--- config.mk ---
export PLATFORM = sky130hd
export DESIGN_NAME = atc_ctrl
export DESIGN_NICKNAME = d
export VERILOG_FILES = /design/src/hdl/atc_pkg.sv /design/src/hdl/atc_ctrl.sv
export VERILOG_INCLUDE_DIRS = /design/src /design/src/hdl
export SDC_FILE = /design/constraint.sdc
export NUM_CORES = 1
export LEC_CHECK = 0
export BUFFER_PORTS_ARGS = -buffer_cell sky130_fd_sc_hd__clkbuf_2
export CORE_AREA = 4 4 41 43
export DETAILED_ROUTE_END_ITERATION = 8
export DIE_AREA = 0 0 45 47
export SKIP_CTS_REPAIR_TIMING = 1
export SYNTH_ARGS = -nofsm -noshare
export SYNTH_HDL_FRONTEND = slang
export SYNTH_SLANG_ARGS = --single-unit
--- constraint.sdc ---
create_clock -name clk -period 2.2 [get_ports clk]
set_input_delay 0.22 -clock clk [delete_from_list [all_inputs] [get_ports clk]]
set_output_delay 0.22 -clock clk [all_outputs]
set_load 0.005 [all_outputs]
--- src/hdl/ansi_text_console_engine_unit_defines.svh ---
// Assertion macros shared by the console engine modules.
`ifndef ANSI_TEXT_CONSOLE_ENGINE_UNIT_DEFINES_SVH
`define ANSI_TEXT_CONSOLE_ENGINE_UNIT_DEFINES_SVH

// Assert that a condition implies a consequence in the same cycle.
`define ATC_ASSERT_IMP(lbl, clk, rst_n, ante, cons) \
  lbl: assert property (@(posedge clk) disable iff (!rst_n) (ante) |-> (cons)) \
    else $error("assertion failed");

// Assert that a condition implies a consequence in the next cycle.
`define ATC_ASSERT_NXT(lbl, clk, rst_n, ante, cons) \
  lbl: assert property (@(posedge clk) disable iff (!rst_n) (ante) |=> (cons)) \
    else $error("assertion failed");

`endif

--- src/hdl/atc_pkg.sv ---
// ---------------------------------------------------------------------------
// atc_pkg
// Types, constants and command structs of the ANSI text console engine.
// ---------------------------------------------------------------------------
package atc_pkg;

  localparam int Columns = 80;
  localparam int Rows    = 25;
  localparam int Cells   = Columns * Rows;
  localparam int AddrW   = 11;
  localparam int ColW    = 7;
  localparam int RowW    = 5;

  localparam logic [1:0] REQ_PUT  = 2'd0;
  localparam logic [1:0] REQ_END  = 2'd1;
  localparam logic [1:0] REQ_READ = 2'd2;

  // Escape parser phases.
  localparam logic [1:0] PH_IDLE = 2'd0;
  localparam logic [1:0] PH_ESC  = 2'd1;
  localparam logic [1:0] PH_CSI  = 2'd2;

  localparam logic [7:0]  ATTR_RESET = 8'h0F;
  localparam logic [7:0]  BLANK      = 8'h20;
  localparam logic [15:0] CELL_RESET = 16'h0F20;
  localparam logic [7:0]  ESC_CODE   = 8'h1B;

  // Control and sequence bytes.
  localparam logic [7:0] CH_LF      = 8'h0A;
  localparam logic [7:0] CH_CR      = 8'h0D;
  localparam logic [7:0] CH_BS      = 8'h08;
  localparam logic [7:0] CH_BRACKET = 8'h5B;
  localparam logic [7:0] CH_SEMI    = 8'h3B;
  localparam logic [7:0] CH_ZERO    = 8'h30;
  localparam logic [7:0] CH_NINE    = 8'h39;

  // Final bytes of escape commands.
  localparam logic [7:0] CMD_UP      = 8'h41;
  localparam logic [7:0] CMD_DOWN    = 8'h42;
  localparam logic [7:0] CMD_RIGHT   = 8'h43;
  localparam logic [7:0] CMD_LEFT    = 8'h44;
  localparam logic [7:0] CMD_POS     = 8'h48;
  localparam logic [7:0] CMD_POS_ALT = 8'h66;
  localparam logic [7:0] CMD_SAVE    = 8'h73;
  localparam logic [7:0] CMD_RESTORE = 8'h75;
  localparam logic [7:0] CMD_ERASE   = 8'h4A;
  localparam logic [7:0] CMD_ATTR    = 8'h6D;

  typedef struct packed {
    logic [1:0]  req_type;
    logic [7:0]  char_code;
    logic [10:0] cell_addr;
  } in_item_t;

  typedef struct packed {
    logic [15:0] cell_data;
    logic [6:0]  cursor_col;
    logic [4:0]  cursor_row;
    logic [7:0]  cur_attribute;
    logic        in_escape;
  } out_item_t;

  typedef enum logic [2:0] {
    ST_CLEAR, ST_IDLE, ST_EXEC, ST_READ, ST_SCROLL, ST_FILL, ST_OUT
  } state_t;

  // Sweep kinds run by the datapath.
  typedef enum logic [1:0] {
    SW_INIT, SW_SCROLL, SW_FILL
  } sweep_t;

  // Controller to datapath commands.
  typedef struct packed {
    logic   sweep_start;
    sweep_t sweep_kind;
    logic   exec;
    logic   read_start;
    logic   load_out;
  } cmd_t;

  // Datapath to controller status.
  typedef struct packed {
    logic sweep_done;
    logic need_scroll;
    logic need_fill;
  } status_t;

  function automatic logic [2:0] colour_map(input logic [2:0] i);
    logic [2:0] r;
    unique case (i)
      3'd0: r = 3'd0;
      3'd1: r = 3'd4;
      3'd2: r = 3'd2;
      3'd3: r = 3'd6;
      3'd4: r = 3'd1;
      3'd5: r = 3'd5;
      3'd6: r = 3'd3;
      default: r = 3'd7;
    endcase
    return r;
  endfunction

endpackage

--- src/hdl/atc_ctrl.sv ---
// ---------------------------------------------------------------------------
// atc_ctrl
// Sequencer: clear sweep, accept, execute, read or scroll or fill sweep, deliver.
// ---------------------------------------------------------------------------
module atc_ctrl (
  input  logic              clk,
  input  logic              rst_n,
  input  logic              in_valid,
  output logic              in_ready,
  output logic              out_valid,
  input  logic              out_ready,
  input  atc_pkg::status_t  sts,
  output atc_pkg::cmd_t     cmd
);
  import atc_pkg::*;
  `include "ansi_text_console_engine_unit_defines.svh"

  state_t state_r, state_nxt;
  logic   ovalid_r, ovalid_nxt;
  logic   in_xfer;

  assign in_xfer   = in_valid && in_ready;
  assign out_valid = ovalid_r;
  // Take a new item once the result register is free or drains now.
  assign in_ready  = (state_r == ST_IDLE) && (!ovalid_r || out_ready);

  // Next state.
  always_comb begin
    state_nxt = state_r;
    unique case (state_r)
      ST_CLEAR:  if (sts.sweep_done) state_nxt = ST_IDLE;
      ST_IDLE:   if (in_xfer) state_nxt = ST_EXEC;
      ST_EXEC: begin
        if (sts.need_scroll)    state_nxt = ST_SCROLL;
        else if (sts.need_fill) state_nxt = ST_FILL;
        else                    state_nxt = ST_READ;
      end
      ST_READ:   state_nxt = ST_OUT;
      ST_SCROLL: if (sts.sweep_done) state_nxt = ST_OUT;
      ST_FILL:   if (sts.sweep_done) state_nxt = ST_OUT;
      ST_OUT:    state_nxt = ST_IDLE;
      default:   state_nxt = ST_IDLE;
    endcase
  end

  // Outputs.
  always_comb begin
    cmd = '0;
    cmd.sweep_kind = SW_INIT;
    unique case (state_r)
      ST_IDLE: cmd.read_start = in_xfer;
      ST_EXEC: begin
        cmd.exec = 1'b1;
        cmd.sweep_start = sts.need_scroll || sts.need_fill;
        cmd.sweep_kind  = sts.need_scroll ? SW_SCROLL : SW_FILL;
      end
      ST_OUT:  cmd.load_out = 1'b1;
      default: ;
    endcase
  end

  always_comb begin
    ovalid_nxt = ovalid_r;
    if (out_ready) ovalid_nxt = 1'b0;
    if (state_r == ST_OUT) ovalid_nxt = 1'b1;
  end

  always_ff @(posedge clk) begin
    if (!rst_n) begin
      state_r  <= ST_CLEAR;
      ovalid_r <= 1'b0;
    end else begin
      state_r  <= state_nxt;
      ovalid_r <= ovalid_nxt;
    end
  end

  `ATC_ASSERT_IMP(a_no_accept_busy, clk, rst_n, in_ready, state_r == ST_IDLE)
  `ATC_ASSERT_NXT(a_accept_exec, clk, rst_n, in_xfer, state_r == ST_EXEC)
  `ATC_ASSERT_NXT(a_out_sets_valid, clk, rst_n, state_r == ST_OUT, ovalid_r)
endmodule

[Word level (Yosys, flattened, before mapping)]
Index checks and enable logic that the tools add are counted.
W data, S select, Z words.
Storage, ports and cells
  RAM bits: 0
  register bits after elaboration: 4
  output and inout port bits: 8
  bits in latches: 0
  memory bits (read-only): 0
  logic and storage cells: 32
  input port bits: 7
  memories kept: 0
Cells by class
  multipliers: 0
  div/mod/pow operators: 0
  reduce and logical (&&, ||, !) cells: 9
  eq/ne operators: 9
  $lt $le $gt $ge: 0
  shift-type cells: 0
  multiplexer cells: 12
  bitwise gates (word level): 0
  add/sub/neg operators: 0
Operator list (number)
  $mux W3: 5
  $pmux W3 S5: 1
  $eq A3 B3 Y1 const B: 3
  $eq A3 B2 Y1 const B: 2
  $mux W1: 4
  $mux W4: 1
  $ne A2 B2 Y1 const B: 2
  $eq A3 B1 Y1 const B: 1
  $logic_not A3 Y1: 1
  $reduce_and A3 Y1: 1
  $logic_and A1 B1 Y1: 2
  $logic_or A1 B1 Y1: 2
  $mux W2: 1
  $ne A2 B1 Y1 const B: 1
  $reduce_bool A2 Y1: 1
  $reduce_or A2 Y1: 1
  $logic_not A1 Y1: 1

[Longest topological paths before layout]
  depth in word-level cells: 6
  gate-level depth with buffers: 4
  gate-level depth less buffers: 4

[Least setup slack after synthesis]
OpenSTA, ideal clock, no wires.
  kind: register to register
  from: reg state_r[2]
  to: reg state_r[1]
  setup slack: 1.070 ns
  clock period less this slack: 1.130 ns
  stages on the path, launching flop included: 4
  data required time: 2.084 ns
  path buffers: 0
  setup time: 0.116 ns
  data arrival time: 1.014 ns
  cell sequence: dfxtp_1 > nand2b_2 > a221o_1 > and3_1
Between the ends
  longest elaborated chain between the ends: 5
  elaborated cells between the ends (all ways): 14
  classes of those cells: eq/ne (8); mux (1); reduce/logical (5)
Ends and longest elaborated chain
  start, declared: line atc_ctrl.sv:18  | state_t state_r, state_nxt;
  start signal, assigned: line atc_ctrl.sv:73  | state_r <= state_nxt;
  $eq A3 B1 Y1: line atc_ctrl.sv:25, atc_ctrl.sv:30
  $logic_and A1 B1 Y1: line atc_ctrl.sv:25  | assign in_ready = (state_r == ST_IDLE) && (!ovalid_r || out_ready);
  $logic_and A1 B1 Y1: line atc_ctrl.sv:22  | assign in_xfer = in_valid && in_ready;
  $ne A2 B2 Y1 (no source line)
  $reduce_and A3 Y1 (no source line)
Several ways; a longest one is shown, not always the timed one.
A chain may end at the register's enable or synchronous reset.

==> flow_summary_export.csv <==
group,metric,value,unit
critical_path,worstReg2RegEnd,"state_r[1]",
timing,fin_tns_setup,0,ns
clock_tree,cts-root-buf,"clkbuf_4",
pwr,p_clk_share,38.8,%
synth,ys_seq_elements,4,
synth,synth_warnings,0,
critical_path,cp_slowest_cell,"dfxtp_1",
floorplanning,die_h,47,um
global_routing,grt.total_usage,7.67,%
pwr,sw_frac_of_total,29.1,%
pwr,peakVddDrop,0.260,mV
synth,synthFlopType,"dfxtp_1",
clock_tree,cts.path.max_buffers,2,
floorplanning,initial_core_util,19.5,%
clock_tree,clock-sinks,4,
critical_path,crit_arrival,1.25,ns
timing,setup_slack,0.733,ns
critical_path,cp_num_buf_inv,1,
route,dr.pass1.iters,2,
pwr,p_leak,0.179,nW
timing,worst_pin_slew,0.324,ns
worst_hold_path,hp-class,"in -> reg",
final_layout,fillers,158,
final_layout,antenna_cells,0,
route,drc,0,
synth,synth-edff-count,0,
floorplanning,dieArea,2120,um^2
synth,netlist_area,254,um^2
synth,synth.area.top_cells,"dfxtp_1, nor3_4, a21oi_1, inv_1, nor2_1",
timing,setup_viol,0,
route,routed_wl,649,um
route,vias,274,
critical_path,critPathCaptureType,"primary output",
critical_path,crit_type,"reg -> out",
pwr,p_int,0.000170,W
route,drtIter0Drc,7,
synth,synthTopCellsByCount,"dfxtp_1, a21oi_1, inv_1, nor2_1, o21ai_0",
floorplanning,io_pins,15,
global_routing,antenna_found_initial,0,
critical_path,crit_family,"simple AND/OR/NAND/NOR gates",
synth,avgSynthCellArea,8.19,um^2
synth,syn-num-nets,38,
critical_path,start_kind,"flop",
synth,synthesis.instances,31,
timing,relSlewSlack,78.1,%
global_routing,grt_pass1_wl,1130,um
critical_path,critPathMaxStageDelay,0.33,ns
timing,rsz0062_at_grt,"no",
clock_tree,insertion_delay,0.24,ns
critical_path,cp_cell_sequence,"nand2b_2 > nor3_4 > and2_2 > clkbuf_2",
pwr,total_power,0.000240,W
final_layout,multi_input_area,150,um^2
timing,fin_crit,1.47,ns
critical_path,crit_required,1.98,ns
run,maxCapViolCount,0,
timing,finalCritPeriodShare,66.7,%
clock_tree,clkTransAtPathRegs,0.04,ns
pwr,power_switching,0.0000700,W
route,via_per_inst,4.49,
route,drtAntennaViolNets,0,
timing,skew,0.00405,ns
placement,routabilityCongestion,0.753,
global_routing,grt.overflow.total,0,
timing,clock.fmax,682,MHz
placement,io_buffers,14,
placement,dp_hpwl,492,um
placement,place_ws,0.976,ns
run_status,outcome,"finished clean",
synth,synthArstFlopShare,0,%
floorplanning,rows,13,
global_routing,grt_pass1_vias,283,
pwr,power_frac_seq,37.7,%
synth,synth_area_leader_cell,"dfxtp_1",
clock_tree,cts_tree,"built",
pwr,pwr-share-comb,23.5,%
worst_hold_path,hold_depth,2,
final_layout,seq_area,80.1,um^2
synth,yosys.area.top_type_share,31.5,%
global_routing,grt_max_degree,10,
critical_path,worstReg2RegStart,"state_r[2]",
synth,ys_types,21,
worst_hold_path,min_from,"rst_n",
clock_tree,cts_buffers,3,
critical_path,critical_path.max_fanout,6,
critical_path,cp-startpoint,"state_r[2]",
floorplanning,core-area,1300,um^2
route,wl_per_cell,10.6,um
worst_hold_path,hold_end,"out_valid",
synth,synth.most_common_cell,"dfxtp_1",
timing,slew_viol_final,0,
critical_path,reg2reg_slack,1.01,ns
clock_tree,h-tree-depth,1,
timing,hold_viol_final,0,
final_layout,nNetsFinal,55,
critical_path,rr_worst_depth,4,
floorplanning,fp.dieW,45,um
final_layout,drive_gt1_share,45.7,%
synth,ys_seq_area_share,31.5,%
final_layout,area_delta_synth_final,38.9,%
pwr,power_density,681,nW/um^2
-- power by group through the flow --
stage               combinational (W)   clock, W  sequential, W
floorplan                   0.0000408          0      0.0000855
global placement            0.0000557          0      0.0000915
detailed placement          0.0000566          0      0.0000917
CTS                         0.0000574  0.0000960      0.0000908
global route                0.0000645   0.000102      0.0000930
finish                      0.0000565  0.0000933      0.0000906
-- metal layers --
| layer | vias up | wire length (um) | track usage, % |
|---|---|---|---|
| li1 | 140 | - | - |
| met1 | 124 | 260 | 7.06 |
| met2 | 8 | 361 | 13.3 |
| met3 | 2 | 23 | 2.68 |
| met4 | 0 | 4 | 7.02 |
| met5 | - | 0 | 0 |
-- how the worst max path moves through the flow --
stage	cells past startpoint	to
floorplan	3	state_r[1]
global placement	4	cmd[1]
global route	4	cmd[1]
detailed placement	4	cmd[1]
finish	4	cmd[1]
CTS	4	cmd[1]
-- logic make-up (layout without fill, tap and decap cells) --
| family | count (synthesis) | after routing | synth area share [%] |
|---|---|---|---|
| compound gates | 10 | 10 | 26.1 |
| simple gates | 12 | 12 | 33.0 |
| flops | 4 | 4 | 31.5 |
| buf+inv | 5 | 20 | 9.36 |
-- flip-flops by register name, indices dropped and copies added, names as in the netlist --
| name | count |
|---|---|
| state_r | 3 |
| out_valid | 1 |
-- metrics by stage --
stage	cells	cell area (um^2)	hold WS, ns	util [%]
5_1_grt	61	353	0.253	27.1
4_1_cts	61	353	0.240	27.1
6_report	61	353	0.239	27.1
2_1_floorplan	31	254	0.338	-
3_3_place_gp	58	330	0.484	25.4
3_5_place_dp	58	330	0.476	25.4
-- placed cells by master (no fill, tap or decap) --
cell,instances
nand2b_2,1
and3_1,1
a21oi_1,3
o31ai_1,1
inv_1,3
o311ai_0,1
or2b_1,1
and2b_1,1
dfxtp_1,4
nor2_1,3
clkbuf_4,3
clkbuf_2,14
nor3_4,1
o21a_1,1
a21boi_0,1
and2_2,1
nand3_1,1
and3_2,1
and2_1,1
a221o_1,1
o21ai_0,2
-- worst register-to-register path, cell delays in order (launching register included) --
cell	delay, ns
dfxtp_1	0.38
nand2b_2	0.18
nor3_4	0.05
a221o_1	0.31
and3_1	0.16
-- layout make-up --
class	instances	share of cell area, %
clock buffer	3	6.38
multi-input combinational	22	42.6
inverter	3	3.19
tap	15	5.32
sequential	4	22.7
timing repair buffer	14	19.9
Power figures use the tool's default switching activity.
